**src/rtl/assert_macros.svh**
```systemverilog
// assert_macros.svh: assertion helpers shared by the region veto RTL.
// No dependencies; included by the modules that carry assertions.
`ifndef ASSERT_MACROS_SVH
`define ASSERT_MACROS_SVH
`ifndef SYNTHESIS
// Property that must hold at every clock edge outside reset.
`define CRVB_ASSERT(lbl, clk, rst_n, prop) \
    lbl: assert property (@(posedge clk) disable iff (!rst_n) (prop)) \
        else $error("region veto assertion failed");
// Condition that must never be seen outside reset.
`define CRVB_NEVER(lbl, clk, rst_n, expr) \
    lbl: assert property (@(posedge clk) disable iff (!rst_n) !(expr)) \
        else $error("region veto forbidden condition seen");
`else
`define CRVB_ASSERT(lbl, clk, rst_n, prop)
`define CRVB_NEVER(lbl, clk, rst_n, expr)
`endif
`endif

```
**src/rtl/crvb_pkg.sv**
```systemverilog
// crvb_pkg: widths, register codes, stage types and the strip pattern check
// for the region veto block. No dependencies.
package crvb_pkg;

    // Field widths.
    localparam int ET_W      = 10;
    localparam int PCT_W     = 7;
    localparam int IDX_W     = 2;
    localparam int POS_W     = 4;
    localparam int STRIP_W   = 4;
    localparam int CNT_W     = 5;
    localparam int CNT_MAX   = 31;

    // Saturation limit of the ET sums and the widths that follow from it.
    localparam int ET_LIMIT  = 1023;
    localparam int SUM_W     = $clog2(ET_LIMIT + 1);
    localparam int ADD_W     = ((SUM_W > ET_W) ? SUM_W : ET_W) + 1;

    // Percent scaling: x > floor(r * p / 100) is tested as 100 * x > r * p.
    localparam int PCT_DIV   = 100;
    localparam int PROD_W    = $clog2((2**ET_W - 1) * (2**PCT_W - 1) + 1);
    localparam logic [PCT_W-1:0] PCT_RESET = PCT_W'(10);

    // Configuration register indexes.
    localparam int CFG_IDX_W = 2;
    localparam logic [CFG_IDX_W-1:0] CFG_TOWER_ACT = CFG_IDX_W'(0);
    localparam logic [CFG_IDX_W-1:0] CFG_EG_MISC   = CFG_IDX_W'(1);
    localparam logic [CFG_IDX_W-1:0] CFG_TAU_MISC  = CFG_IDX_W'(2);

    // One tower as it arrives.
    typedef struct packed {
        logic [ET_W-1:0]  tower_et;
        logic [ET_W-1:0]  ecal_et;
        logic [ET_W-1:0]  region_et;
        logic [IDX_W-1:0] tower_eta;
        logic [IDX_W-1:0] tower_phi;
        logic             is_central;
        logic             last_tower;
    } t_item;

    // One tower with its scaled thresholds, entering the accumulators.
    typedef struct packed {
        logic              vld;
        t_item             item;
        logic [PROD_W-1:0] tower_x100;
        logic [PROD_W-1:0] act_prod;
        logic [PROD_W-1:0] eg_prod;
        logic [PROD_W-1:0] tau_prod;
    } t_stage;

    // Closed region, handed to the veto stage.
    typedef struct packed {
        logic               vld;
        logic               is_central;
        logic [ET_W-1:0]    region_et;
        logic [PROD_W-1:0]  eg_prod;
        logic [PROD_W-1:0]  tau_prod;
        logic [SUM_W-1:0]   ecal_sum;
        logic [SUM_W-1:0]   active_sum;
        logic [CNT_W-1:0]   active_count;
        logic [POS_W-1:0]   highest_location;
        logic [STRIP_W-1:0] eta_strips;
        logic [STRIP_W-1:0] phi_strips;
    } t_snap;

    // A strip pattern that is scattered or wider than two strips.
    function automatic logic bad_pattern(input logic [STRIP_W-1:0] p);
        logic bad;
        case (p) inside
            4'b0101, 4'b0111, 4'b1001, 4'b1010,
            4'b1011, 4'b1101, 4'b1110, 4'b1111: bad = 1'b1;
            default:                            bad = 1'b0;
        endcase
        return bad;
    endfunction

endpackage

```
**src/rtl/calo_region_veto_bits.sv**
```systemverilog
// calo_region_veto_bits: top level of the region veto block.
// Depends on crvb_pkg, crvb_front, crvb_accum, crvb_result, assert_macros.svh.
//
// Usage:
// - Towers of a 4x4 region enter one per item on start while busy is low.
//   Each item carries tower ET, ECAL ET, region ET, eta/phi position, the
//   central flag and a last-tower flag. The item with last_tower high closes
//   the region; is_central and region ET of that item drive the vetoes.
// - The block takes one tower every clock cycle while busy is low. busy is
//   high only during reset and the cycle after it.
// - One result per region appears on o_valid for exactly one cycle once the
//   last tower has passed four registers: input register, threshold
//   products, accumulators, veto register. The receiver cannot stall it.
// - Three percent registers are written over the configuration channel (i_cfg_valid /
//   o_cfg_ready, index and data); the user must write them only while no region is
//   open, the block does not enforce it. Unknown indexes are ignored. Reset loads 10 into each.
// - Synchronous reset clears the pipeline and all region accumulators.
`include "assert_macros.svh"
module calo_region_veto_bits import crvb_pkg::*; (
    input  logic                 i_clk,
    input  logic                 i_rst_n,
    input  logic                 start,
    output logic                 busy,
    input  logic [ET_W-1:0]      i_tower_et,
    input  logic [ET_W-1:0]      i_ecal_et,
    input  logic [ET_W-1:0]      i_region_et,
    input  logic [IDX_W-1:0]     i_tower_eta,
    input  logic [IDX_W-1:0]     i_tower_phi,
    input  logic                 i_is_central,
    input  logic                 i_last_tower,
    input  logic                 i_cfg_valid,
    output logic                 o_cfg_ready,
    input  logic [CFG_IDX_W-1:0] i_cfg_index,
    input  logic [PCT_W-1:0]     i_cfg_data,
    output logic                 o_valid,
    output logic                 o_eg_veto,
    output logic                 o_tau_veto,
    output logic                 o_shape_veto,
    output logic [POS_W-1:0]     o_highest_location,
    output logic [CNT_W-1:0]     o_active_count,
    output logic [STRIP_W-1:0]   o_eta_strips,
    output logic [STRIP_W-1:0]   o_phi_strips
);

    logic             r_busy;
    logic [PCT_W-1:0] r_act_pct, r_eg_pct, r_tau_pct;
    logic             accept;
    t_item            item;
    t_stage           stage;
    t_snap            snap;

    // Held busy through reset and released in the cycle after reset ends.
    always_ff @(posedge i_clk) begin
        if (!i_rst_n) begin
            r_busy <= 1'b1;
        end else begin
            r_busy <= 1'b0;
        end
    end

    assign busy        = r_busy;
    assign o_cfg_ready = !r_busy;
    assign accept      = start && !r_busy;

    // Percent registers.
    always_ff @(posedge i_clk) begin
        if (!i_rst_n) begin
            r_act_pct <= PCT_RESET;
            r_eg_pct  <= PCT_RESET;
            r_tau_pct <= PCT_RESET;
        end else if (i_cfg_valid && o_cfg_ready) begin
            case (i_cfg_index)
                CFG_TOWER_ACT: r_act_pct <= i_cfg_data;
                CFG_EG_MISC:   r_eg_pct  <= i_cfg_data;
                CFG_TAU_MISC:  r_tau_pct <= i_cfg_data;
                default:       ;
            endcase
        end
    end

    // Gather the input ports into one item.
    always_comb begin
        item.tower_et   = i_tower_et;
        item.ecal_et    = i_ecal_et;
        item.region_et  = i_region_et;
        item.tower_eta  = i_tower_eta;
        item.tower_phi  = i_tower_phi;
        item.is_central = i_is_central;
        item.last_tower = i_last_tower;
    end

    crvb_front u_front (
        .i_clk     (i_clk),
        .i_rst_n   (i_rst_n),
        .i_accept  (accept),
        .i_item    (item),
        .i_act_pct (r_act_pct),
        .i_eg_pct  (r_eg_pct),
        .i_tau_pct (r_tau_pct),
        .o_stage   (stage)
    );

    crvb_accum u_accum (
        .i_clk   (i_clk),
        .i_rst_n (i_rst_n),
        .i_stage (stage),
        .o_snap  (snap)
    );

    crvb_result u_result (
        .i_clk              (i_clk),
        .i_rst_n            (i_rst_n),
        .i_snap             (snap),
        .o_valid            (o_valid),
        .o_eg_veto          (o_eg_veto),
        .o_tau_veto         (o_tau_veto),
        .o_shape_veto       (o_shape_veto),
        .o_highest_location (o_highest_location),
        .o_active_count     (o_active_count),
        .o_eta_strips       (o_eta_strips),
        .o_phi_strips       (o_phi_strips)
    );

    // Every result follows an accepted last tower.
    `CRVB_ASSERT(a_result_latency, i_clk, i_rst_n,
        o_valid |-> $past(start && !busy && i_last_tower, 4))

endmodule

```
**src/rtl/crvb_front.sv**
```systemverilog
// crvb_front: input register and threshold products for each tower.
// Depends on crvb_pkg.
module crvb_front import crvb_pkg::*; (
    input  logic             i_clk,
    input  logic             i_rst_n,
    input  logic             i_accept,
    input  t_item            i_item,
    input  logic [PCT_W-1:0] i_act_pct,
    input  logic [PCT_W-1:0] i_eg_pct,
    input  logic [PCT_W-1:0] i_tau_pct,
    output t_stage           o_stage
);

    logic   r_s1_vld;
    t_item  r_s1;
    t_stage r_stage;
    t_stage n_stage;

    // Capture the accepted tower.
    always_ff @(posedge i_clk) begin
        if (!i_rst_n) begin
            r_s1_vld <= 1'b0;
        end else begin
            r_s1_vld <= i_accept;
        end
        if (i_accept) begin
            r_s1 <= i_item;
        end
    end

    // Scale the tower by 100 and region ET by each percent setting.
    always_comb begin
        n_stage.vld        = r_s1_vld;
        n_stage.item       = r_s1;
        n_stage.tower_x100 = PROD_W'(r_s1.tower_et) * PROD_W'(PCT_DIV);
        n_stage.act_prod   = PROD_W'(r_s1.region_et) * PROD_W'(i_act_pct);
        n_stage.eg_prod    = PROD_W'(r_s1.region_et) * PROD_W'(i_eg_pct);
        n_stage.tau_prod   = PROD_W'(r_s1.region_et) * PROD_W'(i_tau_pct);
    end

    // Products register.
    always_ff @(posedge i_clk) begin
        if (!i_rst_n) begin
            r_stage.vld <= 1'b0;
        end else begin
            r_stage.vld <= n_stage.vld;
        end
        r_stage.item       <= n_stage.item;
        r_stage.tower_x100 <= n_stage.tower_x100;
        r_stage.act_prod   <= n_stage.act_prod;
        r_stage.eg_prod    <= n_stage.eg_prod;
        r_stage.tau_prod   <= n_stage.tau_prod;
    end

    assign o_stage = r_stage;

endmodule

```
**src/rtl/crvb_accum.sv**
```systemverilog
// crvb_accum: per-region accumulators (sums, count, strips, highest tower).
// Depends on crvb_pkg and assert_macros.svh.
`include "assert_macros.svh"
module crvb_accum import crvb_pkg::*; (
    input  logic   i_clk,
    input  logic   i_rst_n,
    input  t_stage i_stage,
    output t_snap  o_snap
);

    logic [SUM_W-1:0]   r_ecal_sum,   n_ecal_sum;
    logic [SUM_W-1:0]   r_active_sum, n_active_sum;
    logic [CNT_W-1:0]   r_act_cnt,    n_act_cnt;
    logic [ET_W-1:0]    r_max_et,     n_max_et;
    logic [POS_W-1:0]   r_max_pos,    n_max_pos;
    logic [STRIP_W-1:0] r_eta_mask,   n_eta_mask;
    logic [STRIP_W-1:0] r_phi_mask,   n_phi_mask;
    t_snap              r_snap;

    logic               active;
    logic [ADD_W-1:0]   ecal_add;
    logic [ADD_W-1:0]   act_add;

    // Update the running values with the current tower.
    always_comb begin
        active   = i_stage.tower_x100 > i_stage.act_prod;
        ecal_add = ADD_W'(r_ecal_sum) + ADD_W'(i_stage.item.ecal_et);
        act_add  = ADD_W'(r_active_sum) + ADD_W'(i_stage.item.tower_et);

        n_ecal_sum   = (ecal_add > ADD_W'(ET_LIMIT)) ? SUM_W'(ET_LIMIT)
                                                     : ecal_add[SUM_W-1:0];
        n_active_sum = r_active_sum;
        n_act_cnt    = r_act_cnt;
        n_eta_mask   = r_eta_mask;
        n_phi_mask   = r_phi_mask;
        if (active) begin
            n_active_sum = (act_add > ADD_W'(ET_LIMIT)) ? SUM_W'(ET_LIMIT)
                                                       : act_add[SUM_W-1:0];
            if (r_act_cnt != CNT_W'(CNT_MAX)) begin
                n_act_cnt = r_act_cnt + CNT_W'(1);
            end
            n_eta_mask[i_stage.item.tower_eta] = 1'b1;
            n_phi_mask[i_stage.item.tower_phi] = 1'b1;
        end

        // First strict maximum wins.
        n_max_et  = r_max_et;
        n_max_pos = r_max_pos;
        if (i_stage.item.tower_et > r_max_et) begin
            n_max_et  = i_stage.item.tower_et;
            n_max_pos = {i_stage.item.tower_eta, i_stage.item.tower_phi};
        end
    end

    // Accumulators: cleared once the last tower of a region is taken.
    always_ff @(posedge i_clk) begin
        if (!i_rst_n) begin
            r_ecal_sum   <= '0;
            r_active_sum <= '0;
            r_act_cnt    <= '0;
            r_max_et     <= '0;
            r_max_pos    <= '0;
            r_eta_mask   <= '0;
            r_phi_mask   <= '0;
        end else if (i_stage.vld) begin
            if (i_stage.item.last_tower) begin
                r_ecal_sum   <= '0;
                r_active_sum <= '0;
                r_act_cnt    <= '0;
                r_max_et     <= '0;
                r_max_pos    <= '0;
                r_eta_mask   <= '0;
                r_phi_mask   <= '0;
            end else begin
                r_ecal_sum   <= n_ecal_sum;
                r_active_sum <= n_active_sum;
                r_act_cnt    <= n_act_cnt;
                r_max_et     <= n_max_et;
                r_max_pos    <= n_max_pos;
                r_eta_mask   <= n_eta_mask;
                r_phi_mask   <= n_phi_mask;
            end
        end
    end

    // Snapshot of the closed region for the veto stage.
    always_ff @(posedge i_clk) begin
        if (!i_rst_n) begin
            r_snap.vld <= 1'b0;
        end else begin
            r_snap.vld <= i_stage.vld && i_stage.item.last_tower;
        end
        r_snap.is_central       <= i_stage.item.is_central;
        r_snap.region_et        <= i_stage.item.region_et;
        r_snap.eg_prod          <= i_stage.eg_prod;
        r_snap.tau_prod         <= i_stage.tau_prod;
        r_snap.ecal_sum         <= n_ecal_sum;
        r_snap.active_sum       <= n_active_sum;
        r_snap.active_count     <= n_act_cnt;
        r_snap.highest_location <= n_max_pos;
        r_snap.eta_strips       <= n_eta_mask;
        r_snap.phi_strips       <= n_phi_mask;
    end

    assign o_snap = r_snap;

    // A region closes only on a last tower, and the accumulators restart.
    `CRVB_ASSERT(a_snap_from_last, i_clk, i_rst_n,
        r_snap.vld |-> $past(i_stage.vld && i_stage.item.last_tower))
    `CRVB_ASSERT(a_clear_after_last, i_clk, i_rst_n,
        (i_stage.vld && i_stage.item.last_tower) |=>
            (r_act_cnt == '0 && r_ecal_sum == '0 && r_eta_mask == '0))
    `CRVB_NEVER(a_sum_limit, i_clk, i_rst_n,
        (ADD_W'(r_ecal_sum) > ADD_W'(ET_LIMIT)) ||
        (ADD_W'(r_active_sum) > ADD_W'(ET_LIMIT)))

endmodule

```
**src/rtl/crvb_result.sv**
```systemverilog
// crvb_result: shape, EG and tau vetoes and the result register.
// Depends on crvb_pkg and assert_macros.svh.
`include "assert_macros.svh"
module crvb_result import crvb_pkg::*; (
    input  logic               i_clk,
    input  logic               i_rst_n,
    input  t_snap              i_snap,
    output logic               o_valid,
    output logic               o_eg_veto,
    output logic               o_tau_veto,
    output logic               o_shape_veto,
    output logic [POS_W-1:0]   o_highest_location,
    output logic [CNT_W-1:0]   o_active_count,
    output logic [STRIP_W-1:0] o_eta_strips,
    output logic [STRIP_W-1:0] o_phi_strips
);

    logic               r_valid;
    logic               r_eg_veto, r_tau_veto, r_shape_veto;
    logic [POS_W-1:0]   r_highest_location;
    logic [CNT_W-1:0]   r_active_count;
    logic [STRIP_W-1:0] r_eta_strips, r_phi_strips;

    logic               shape;
    logic               ecal_over, act_over;
    logic [ET_W-1:0]    ecal_diff, act_diff;
    logic [PROD_W-1:0]  ecal_x100, act_x100;
    logic               n_eg, n_tau, n_shape;

    // In a central region, a sum above region ET counts as a huge remainder and vetoes.
    always_comb begin
        shape     = bad_pattern(i_snap.eta_strips) || bad_pattern(i_snap.phi_strips);
        ecal_over = ADD_W'(i_snap.ecal_sum) > ADD_W'(i_snap.region_et);
        act_over  = ADD_W'(i_snap.active_sum) > ADD_W'(i_snap.region_et);
        ecal_diff = i_snap.region_et - ET_W'(i_snap.ecal_sum);
        act_diff  = i_snap.region_et - ET_W'(i_snap.active_sum);
        ecal_x100 = PROD_W'(ecal_diff) * PROD_W'(PCT_DIV);
        act_x100  = PROD_W'(act_diff) * PROD_W'(PCT_DIV);

        n_shape = 1'b0;
        n_eg    = 1'b0;
        n_tau   = 1'b0;
        if (i_snap.is_central) begin
            n_shape = shape;
            n_eg    = shape || ecal_over || (ecal_x100 > i_snap.eg_prod);
            n_tau   = shape || act_over || (act_x100 > i_snap.tau_prod);
        end
    end

    // Result register; the strobe lasts one cycle.
    always_ff @(posedge i_clk) begin
        if (!i_rst_n) begin
            r_valid <= 1'b0;
        end else begin
            r_valid <= i_snap.vld;
        end
        r_eg_veto          <= n_eg;
        r_tau_veto         <= n_tau;
        r_shape_veto       <= n_shape;
        r_highest_location <= i_snap.highest_location;
        r_active_count     <= i_snap.active_count;
        r_eta_strips       <= i_snap.eta_strips;
        r_phi_strips       <= i_snap.phi_strips;
    end

    assign o_valid            = r_valid;
    assign o_eg_veto          = r_eg_veto;
    assign o_tau_veto         = r_tau_veto;
    assign o_shape_veto       = r_shape_veto;
    assign o_highest_location = r_highest_location;
    assign o_active_count     = r_active_count;
    assign o_eta_strips       = r_eta_strips;
    assign o_phi_strips       = r_phi_strips;

    // A shape veto always carries both other vetoes.
    `CRVB_ASSERT(a_shape_implies_vetoes, i_clk, i_rst_n,
        (r_valid && r_shape_veto) |-> (r_eg_veto && r_tau_veto))

endmodule

```
**config.mk**
```make
export PLATFORM = sky130hd
export DESIGN_NAME = calo_region_veto_bits
export DESIGN_NICKNAME = d
export VERILOG_FILES = /design/src/rtl/crvb_pkg.sv /design/src/rtl/calo_region_veto_bits.sv /design/src/rtl/crvb_front.sv /design/src/rtl/crvb_accum.sv /design/src/rtl/crvb_result.sv
export VERILOG_INCLUDE_DIRS = /design/src /design/src/rtl
export SDC_FILE = /design/constraint.sdc
export NUM_CORES = 1
export LEC_CHECK = 0
export BUFFER_PORTS_ARGS = -buffer_cell sky130_fd_sc_hd__buf_2
export CORE_AREA = 2 2 198 200
export CTS_CLUSTER_SIZE = 40
export DETAILED_ROUTE_END_ITERATION = 8
export DIE_AREA = 0 0 200 202
export PLACE_DENSITY = 0.72
export SYNTH_ARGS = -nofsm -noshare
export SYNTH_HDL_FRONTEND = slang
export SYNTH_HIERARCHICAL = 1
export SYNTH_SLANG_ARGS = --single-unit
```
**constraint.sdc**
```tcl
create_clock -name i_clk -period 11.6 [get_ports i_clk]
set_clock_uncertainty 0.1 [all_clocks]
set_input_delay 1.74 -clock i_clk [delete_from_list [all_inputs] [get_ports i_clk]]
set_output_delay 1.74 -clock i_clk [all_outputs]
set_load 0.02 [all_outputs]
```
==> results.toml, run 1 <==
[layout]
fin_area_mm2 = 0.0228
finalNonFillerCells = 2697
seqCellArea_mm2 = 0.00657
multi_input_area_mm2 = 0.0130
num-fill-cells = 3218
area_growth_pct = 9.65
fin_nets = 2643
diodes = 0
final_core_util = 0.596
drive_gt1_frac = 0.0817

[route]
first_pass_iters = 5
routedWlPerCell_um = 15.8
drtIter0Drc = 619
drc_errors = 0
via_per_inst = 5.39
finalWirelength_mm = 42.6
postRouteAntennaNets = 0
vias = 14500

[cts]
numCtsBuffers = 35
clk_pin_slew_ps = 60
hold_buffers = 0
cts_root_buf = "clkbuf_16"
cts_buffer_depth = 3
htreeDepth = 2
cts.sinks = 310
cts_tree = "done"
clk_latency_ps = 530
post_cts_buffers = 0
cts_resized = 0

[worst_setup_path]
r2r-start = "u_accum/o_snap[71]$_DFF_P_"
required_ps = 11910
r2r_cells = 24
crit_arrival_ps = 5780
critPathKind = "flip-flop to flip-flop"
crit_chain = "inv_1, ha_1, inv_1, fa_1, nand2_1, a21oi_2, o21a_1, nor2_1, xnor2_1, ha_1, ha_1, inv_1, fa_1, inv_1, ha_1, or2_1, or4_1, nand2_1, o311ai_1, ha_1, nand3_1, nor3_1, a31oi_1, a211o_1"
path_delay_family = "adder cells"
path_common_cell = "ha_1"
worst_setup_path_end_kind = "flip-flop"
rrSetupSlack_ps = 6130
r2r-end = "u_result/o_tau_veto$_SDFF_PN0_"
critPathBufInv = 4
crit_end = "u_result/o_tau_veto$_SDFF_PN0_"
path_max_fanout = 5
worstSetupPathDepth = 24
cp-startpoint = "u_accum/o_snap[71]$_DFF_P_"
critPathSlowestCell = "or4_1"
cp-start-kind = "flip-flop"
cpPeakStageDelay_ps = 500

[pwr]
p_clk_frac = 0.193
internal_power_mw = 3.58
cellLeakagePower_nw = 11.1
power_mw = 6.12
comb_power_share = 0.596
pwr_density_cell_mw_per_mm2 = 268
p_sw_frac = 0.415
p_seq_frac = 0.211
irDropWorstVdd_mv = 0.365
p_switching_mw = 2.54

[floorplanning]
dieHeight_um = 202
coreArea_mm2 = 0.0383
start_util = 0.544
rows = 72
die_w_um = 200
die_area_mm2 = 0.0404
io_pins = 72

[yosys]
synth_cell_type_count = 88
synth_flop_cell = "dfxtp_1"
synth_cells = 2097
synthAdderAreaFrac = 0.314
synth_simple_gate_area_share = 0.137
synth_top_area_share = 0.264
synth_top_family_by_area = "adder cells"
synth_compound_area_frac = 0.122
yosysSeqAreaShare = 0.315
synthXorXnorAreaFrac = 0.0349
synth.area.mux_share = 0.0148
netlist_area_mm2 = 0.0208
async_flop_share = 0
avgSynthCellArea_um2 = 9.93
synth_area_leaders = "dfxtp_1 (26%), ha_1 (18%), fa_1 (13%), and2_1 (5.3%), edfxtp_1 (5.2%)"
synth-edff-count = 36
synth_top_area_cell = "dfxtp_1"
yosysMostFrequentCell = "ha_1"
ys_top_cells_by_count = "ha_1 (305), dfxtp_1 (274), inv_1 (270)"
ys_ff_latch = 310
yosysWarnings = 6

[sta]
max_slew_margin = 0.252
period_minus_slack_ps = 5470
setup_viol = 0
totalNegativeSetupSlack_ps = 0
maxSlewViolCount = 0
rsz0062_at_grt = "no"
hold_ws_ps = 221
layout_setup_ws_ps = 6130
fmax_ghz = 0.183
fin_crit_sh = 0.472
tightest_slew_ps = 1120
hold_viol_final = 0

[global_route]
grt_max_degree = 38
grt_pass1_wl_mm = 72.2
antenna_found_initial = 0
grt_pass1_vias = 15000
grt.overflow.total = 0
grt_use_total = 0.220

[placement]
post-place-cells = 2634
dp_hpwl_mm = 32.0
dp_slack_ps = 6170
routabilityCongestion = 0.872
port_buffers = 71
place_area_mm2 = 0.0216

[worst_hold_path]
hold_path.class = "flip-flop to flip-flop"
min_from = "u_front/o_stage[2]$_DFF_P_"

[job]
maxCapViolations = 0

[run_status]
run_status = "completed"
-- cells in the final DEF, fill, tap and decap left out, types with 22 or more instances in the layout --
master       n
xor2_1      34
o21ai_0     48
buf_2       71
xnor2_1     49
a22o_1      29
nand2_1    136
a21o_1      33
a21oi_1     90
inv_1      270
edfxtp_1    36
clkbuf_16   36
ha_1       305
nor2_1      85
mux2i_1     24
a31oi_1     23
nor2b_1     33
dfxtp_1    274
a211oi_1    22
and2_1     176
fa_1       136
-- worst reg2reg max path, delay by kind of cell (launching register included) --
kind | cells | cell delay [ps]
AOI/OAI and AO/OA | 5 | 830
DFF | 1 | 300
xor gates and xnor gates | 1 | 210
and+or+nand+nor | 7 | 1540
adders and majority gates | 7 | 2160
buffers and inverters | 4 | 210
-- registers in the layout, indices dropped and copies added, names as in the netlist, 4 cells and up --
name	flops
r_eg_pct	7
u_result/o_highest_location	4
u_accum/r_active_sum	10
r_tau_pct	7
u_result/o_phi_strips	4
u_accum/o_snap	83
u_accum/r_max_pos	4
u_accum/r_eta_mask	4
u_result/o_active_count	5
u_accum/r_act_cnt	5
u_accum/r_ecal_sum	10
u_accum/r_phi_mask	4
u_front/o_stage	100
u_result/o_eta_strips	4
u_accum/r_max_et	10
u_front/n_stage	36
r_act_pct	7
-- power groups by stage --
stage / Combinational (mW) / Sequential (mW) / Clock [mW]
3_5_place_dp: 3.58 / 1.32 / 0
3_3_place_gp: 3.43 / 1.31 / 0
2_1_floorplan: 2.83 / 1.30 / 0
6_report: 3.65 / 1.29 / 1.18
4_1_cts: 3.64 / 1.29 / 1.21
5_1_grt: 4.16 / 1.31 / 1.25
-- area by class of cell --
| class | count | share of cell area |
|---|---|---|
| Multi-Input combinational cell | 1462 | 0.568 |
| Timing Repair Buffer | 74 | 0.0166 |
| Sequential cell | 310 | 0.288 |
| Clock buffer | 40 | 0.0406 |
| Inverter | 270 | 0.0444 |
| Clock inverter | 23 | 0.0139 |
| Tap cell | 518 | 0.0284 |
-- how the worst min path moves through the flow --
stage	cells past startpoint	endpoint	slack, ps
5_1_grt	0	u_accum/o_snap[79]$_DFF_P_	230
2_1_floorplan	0	u_accum/o_snap[37]$_DFF_P_	210
3_5_place_dp	0	u_accum/o_snap[42]$_DFF_P_	210
6_report	0	u_accum/o_snap[39]$_DFF_P_	220
4_1_cts	0	u_accum/o_snap[39]$_DFF_P_	220
3_3_place_gp	0	u_accum/o_snap[42]$_DFF_P_	210
-- cells by family (layout without fill, tap and decap cells) --
kind of cell | after synthesis | after routing
compound gates | 364 | 364
fa+ha+maj | 441 | 441
simple gates | 542 | 542
mux | 30 | 30
flops | 310 | 310
xor+xnor | 83 | 83
other cells | 1 | 2
buf+inv | 326 | 407
-- layer usage --
layer	up-vias	share of wire	GRT usage
met3	77	0.036	0.0247
met2	261	0.48	0.375
met1	7001	0.46	0.291
li1	7185	-	-
met4	0	0.025	0.0701
met5	-	0	0
Power figures use the tool's default switching activity.
==> inputs of run 2 (changes only) <==
==> constraint.sdc (replaced) <==
create_clock -name i_clk -period 5.2 [get_ports i_clk]
set_clock_uncertainty 0.1 [all_clocks]
set_input_delay 0.78 -clock i_clk [delete_from_list [all_inputs] [get_ports i_clk]]
set_output_delay 0.78 -clock i_clk [all_outputs]
set_load 0.02 [all_outputs]
==> results.toml, run 2 (synthesized netlist as in run 1, its figures left out) <==
[sta]
period_minus_slack_ps = 5080
rsz0062_at_grt = "yes"
fmax_ghz = 0.197
setup_viol = 0
max_slew_margin = 0.239
fin_crit_sh = 0.978
tightest_slew_ps = 1140
hold_viol_final = 0
maxSlewViolCount = 0

[pwr]
cellLeakagePower_nw = 11.3
irDropWorstVdd_mv = 0.894
pwr_density_cell_mw_per_mm2 = 610
power_mw = 14.2

[floorplanning]
rows = 72
dieHeight_um = 202
coreArea_mm2 = 0.0383
start_util = 0.544
die_area_mm2 = 0.0404
io_pins = 72
die_w_um = 200

[worst_hold_path]
hold-path-cell-count = 0
min_from = "u_front/o_stage[80]$_DFF_P_"
hold_path.class = "flip-flop to flip-flop"
holdPathEnd = "u_accum/o_snap[77]$_DFF_P_"

[placement]
routabilityCongestion = 0.855
dp_hpwl_mm = 32.5
post-place-cells = 2655
port_buffers = 71

[route]
finalWirelength_mm = 42.9
vias = 14700
first_pass_iters = 6
drc_errors = 0
drtIter0Drc = 610
routedWlPerCell_um = 15.7
postRouteAntennaNets = 0
via_per_inst = 5.37

[layout]
layout_common_cells = "ha_1 (301), dfxtp_1 (272), inv_1 (269), and2_1 (176), fa_1 (134)"
fin_nets = 2681
finalNonFillerCells = 2733
diodes = 0
final_common_cell = "ha_1"
drive_gt1_frac = 0.109
area_growth_pct = 11.7
largest_register_ff_count = 100

[cts]
cts_buffer_depth = 3
htreeDepth = 2
numCtsBuffers = 34
cts_root_buf = "clkbuf_16"
cts.sinks = 310
clk_pin_slew_ps = 60
clk_latency_ps = 530
cts_tree = "done"

[run_status]
run_status = "completed"

[global_route]
grt_max_degree = 38
grt.overflow.total = 0
antenna_found_initial = 0
grt_pass1_vias = 14900
grt_pass1_wl_mm = 71.1
grt_use_total = 0.217

[worst_setup_path]
worst_setup_path_end_kind = "flip-flop"
critPathKind = "flip-flop to flip-flop"
required_ps = 5510
path_max_fanout = 3
cp-start-kind = "flip-flop"
r2r-end = "u_result/o_tau_veto$_SDFF_PN0_"
r2r_cells = 25
crit_arrival_ps = 5400
r2r-start = "u_accum/o_snap[71]$_DFF_P_"
rrSetupSlack_ps = 120

[job]
maxCapViolations = 0
run 2: worst max-delay path by stage:
stage	from	to	slack [ps]	depth (start not counted)
global route	u_accum/o_snap[71]$_DFF_P_	u_result/o_tau_veto$_SDFF_PN0_	-160	25
CTS	u_accum/o_snap[71]$_DFF_P_	u_result/o_tau_veto$_SDFF_PN0_	5	24
detailed placement	u_accum/o_snap[71]$_DFF_P_	u_result/o_tau_veto$_SDFF_PN0_	6	22
global placement	u_accum/o_snap[71]$_DFF_P_	u_result/o_tau_veto$_SDFF_PN0_	80	24
finish	u_accum/o_snap[71]$_DFF_P_	u_result/o_tau_veto$_SDFF_PN0_	120	25
floorplan	u_accum/o_snap[71]$_DFF_P_	u_result/o_tau_veto$_SDFF_PN0_	210	24
run 2: power by group:
| part | switching [mW] | internal [mW] | total (mW) |
|---|---|---|---|
| Combinational | 4.69 | 3.99 | 8.68 |
| Sequential | 0.120 | 2.74 | 2.86 |
| Clock | 0.978 | 1.67 | 2.64 |
| Total | 5.79 | 8.40 | 14.2 |
run 2: metal layers:
layer / vias up / track usage / part of all wire
met5: - / 0 / 0
met2: 276 / 0.369 / 0.48
li1: 7247 / - / -
met3: 80 / 0.0265 / 0.037
met4: 0 / 0.0664 / 0.025
met1: 7082 / 0.287 / 0.46
run 2: metrics by stage:
step                hold slack (ps)   util  setup WS, ps  area (um^2)  TNS, ps
floorplan                       210      -           206        20800        0
global placement                211  0.568          75.7        21700        0
detailed placement              212  0.568          5.92        21700        0
CTS                             216  0.601          5.08        23000        0
global route                    217  0.607          -159        23300     -227
finish                          218  0.607           116        23300        0
run 2: critical path: stages (launching register included):
cell,delay [ps]
dfxtp_2,320
inv_2,50
ha_2,170
inv_1,50
fa_2,350
nand2_2,100
a21oi_2,60
o21a_1,180
nor2_2,160
xnor2_2,110
ha_1,340
ha_4,270
inv_1,40
fa_1,500
inv_1,50
ha_2,170
or2_4,250
a21o_1,170
a31o_2,250
a21oi_2,140
xnor2_1,90
ha_1,320
a21o_1,180
a21oi_2,130
o211ai_1,110
a211o_1,300
run 2: what timing repair did:
| action | CTS | global route |
|---|---|---|
| gates resized for setup | 1 | 25 |
| hold buffers | 0 | 0 |
| setup buffers | 0 | 18 |
| endpoints found under the setup margin | 1 | 3 |
| pin swaps | 0 | 12 |
run 2: final cells by class:
type	instances	area, um^2
clock inverter	12	220
timing repair buffer	113	674
sequential	310	6570
fill	3195	15000
clock buffer	48	1050
multi-input combinational	1462	13100
tap	518	648
inverter	270	1010
==> inputs of run 3 (changes only) <==
--- a/config.mk
+++ b/config.mk
@@ -7,10 +7,10 @@
 export NUM_CORES = 1
 export LEC_CHECK = 0
 export BUFFER_PORTS_ARGS = -buffer_cell sky130_fd_sc_hd__buf_2
-export CORE_AREA = 2 2 198 200
+export CORE_AREA = 2 2 168 236
 export CTS_CLUSTER_SIZE = 40
 export DETAILED_ROUTE_END_ITERATION = 8
-export DIE_AREA = 0 0 200 202
+export DIE_AREA = 0 0 170 238
 export PLACE_DENSITY = 0.72
 export SYNTH_ARGS = -nofsm -noshare
 export SYNTH_HDL_FRONTEND = slang
==> results.toml, run 3 (synthesized netlist as in run 1, its figures left out) <==
[cts]
cts_root_buf = "clkbuf_16"
cts_buffer_depth = 3
htreeDepth = 1
hold_buffers = 0
clk_latency_ps = 580
cts_tree = "done"
clk_pin_slew_ps = 70
cts.sinks = 310
numCtsBuffers = 30

[layout]
drive_gt1_frac = 0.111
fin_area_mm2 = 0.0231
largest_register_ff_count = 100
final_common_cell = "ha_1"
multi_input_area_mm2 = 0.0132
layout_common_cells = "ha_1 (300), dfxtp_1 (272), inv_1 (267), and2_1 (176), fa_1 (134)"
fin_nets = 2680
area_growth_pct = 11.0
num-fill-cells = 3204
seqCellArea_mm2 = 0.00657

[route]
vias = 14800
finalWirelength_mm = 43.4
first_pass_iters = 5
routedWlPerCell_um = 16.1
via_per_inst = 5.48
drc_errors = 0
postRouteAntennaNets = 0
drtIter0Drc = 717

[placement]
dp_hpwl_mm = 33.2
dp_slack_ps = -146
routabilityCongestion = 0.828
place_area_mm2 = 0.0217
port_buffers = 71

[floorplanning]
rows = 85
die_w_um = 170
coreArea_mm2 = 0.0383
die_area_mm2 = 0.0405
io_pins = 72
start_util = 0.544
dieHeight_um = 238

[worst_hold_path]
hold_path.class = "flip-flop to flip-flop"

[global_route]
grt.overflow.total = 0
grt_pass1_vias = 15400
grt_max_degree = 38
grt_pass1_wl_mm = 72.3
antenna_found_initial = 2
grt_use_total = 0.218

[sta]
tightest_slew_ps = 1120
totalNegativeSetupSlack_ps = 0
rsz0062_at_grt = "yes"
fmax_ghz = 0.194
hold_viol_final = 0
hold_ws_ps = 224
max_slew_margin = 0.251
setup_viol = 0
layout_setup_ws_ps = 56.5
fin_crit_sh = 0.989
period_minus_slack_ps = 5140
maxSlewViolCount = 0

[worst_setup_path]
cp-start-kind = "flip-flop"
worst_setup_path_end_kind = "flip-flop"
path_max_fanout = 3
critPathKind = "flip-flop to flip-flop"
crit_arrival_ps = 5500
required_ps = 5560

[job]
maxCapViolations = 0

[pwr]
power_mw = 14.0
cellLeakagePower_nw = 11.2
irDropWorstVdd_mv = 0.990
pwr_density_cell_mw_per_mm2 = 607

[run_status]
run_status = "completed"
-- run 3: worst paths after layout --
| check | from | slack, ps | cells past startpoint | end |
|---|---|---|---|---|
| max | u_accum/o_snap[71]$_DFF_P_ | 60 | 25 | u_result/o_tau_veto$_SDFF_PN0_ |
| min | u_front/o_stage[27]$_DFF_P_ | 220 | 0 | u_accum/o_snap[64]$_DFF_P_ |
| max reg2reg | u_accum/o_snap[71]$_DFF_P_ | 60 | 25 | u_result/o_tau_veto$_SDFF_PN0_ |
| min reg2reg | u_front/o_stage[27]$_DFF_P_ | 220 | 0 | u_accum/o_snap[64]$_DFF_P_ |
-- run 3: repair_timing --
item | CTS | global route
setup endpoints to repair | 2 | 7
gates resized for setup | 6 | 36
setup buffers | 0 | 16
endpoints found under the hold margin | 0 | 0
pin swaps | 4 | 27
-- run 3: layout make-up --
class                   instances  area share
clock buffers                  37      0.0358
diodes                          1    0.000108
multi-input cells            1462       0.569
repair buffers                116      0.0322
clock inverters                19     0.00888
flip-flops and latches        310       0.284
inverters                     270      0.0439
well taps                     478      0.0259
-- run 3: metrics by stage --
step | util | cells
5_1_grt | 0.604 | 2693
4_1_cts | 0.595 | 2676
3_5_place_dp | 0.568 | 2620
6_report | 0.604 | 2693
3_3_place_gp | 0.568 | 2620
2_1_floorplan | - | 2098
-- run 3: report_power, final --
| group | switching (mW) | total (mW) | internal (mW) |
|---|---|---|---|
| sequential | 0.115 | 2.86 | 2.74 |
| combinational | 4.85 | 8.95 | 4.10 |
| clock | 0.967 | 2.22 | 1.26 |
| total | 5.93 | 14.0 | 8.10 |
-- run 3: worst max-delay path: stages, from the launching register on --
cell and delay (ps):
dfxtp_1 310, inv_2 70, ha_4 140, inv_2 40, fa_2 390, nand2_2 90
a21oi_2 60, o21a_1 170, nor2_1 130, xnor2_1 170, ha_1 280, ha_1 280
inv_1 50, fa_1 520, inv_2 50, ha_4 160, or2_4 230, or4_4 550
a21o_1 210, o311ai_2 90, ha_1 320, nand3_2 120, nor3_4 40, o31ai_1 60
o211ai_1 130, a211o_1 270
-- run 3: routing by layer --
metal | GRT usage | vias up | routed length, um | share of wire
met5 | 0 | - | 0 | 0
met4 | 0.0943 | 0 | 1870 | 0.043
met3 | 0.0206 | 99 | 1270 | 0.029
met2 | 0.399 | 243 | 22300 | 0.51
met1 | 0.258 | 7163 | 18000 | 0.41
li1 | - | 7260 | - | -
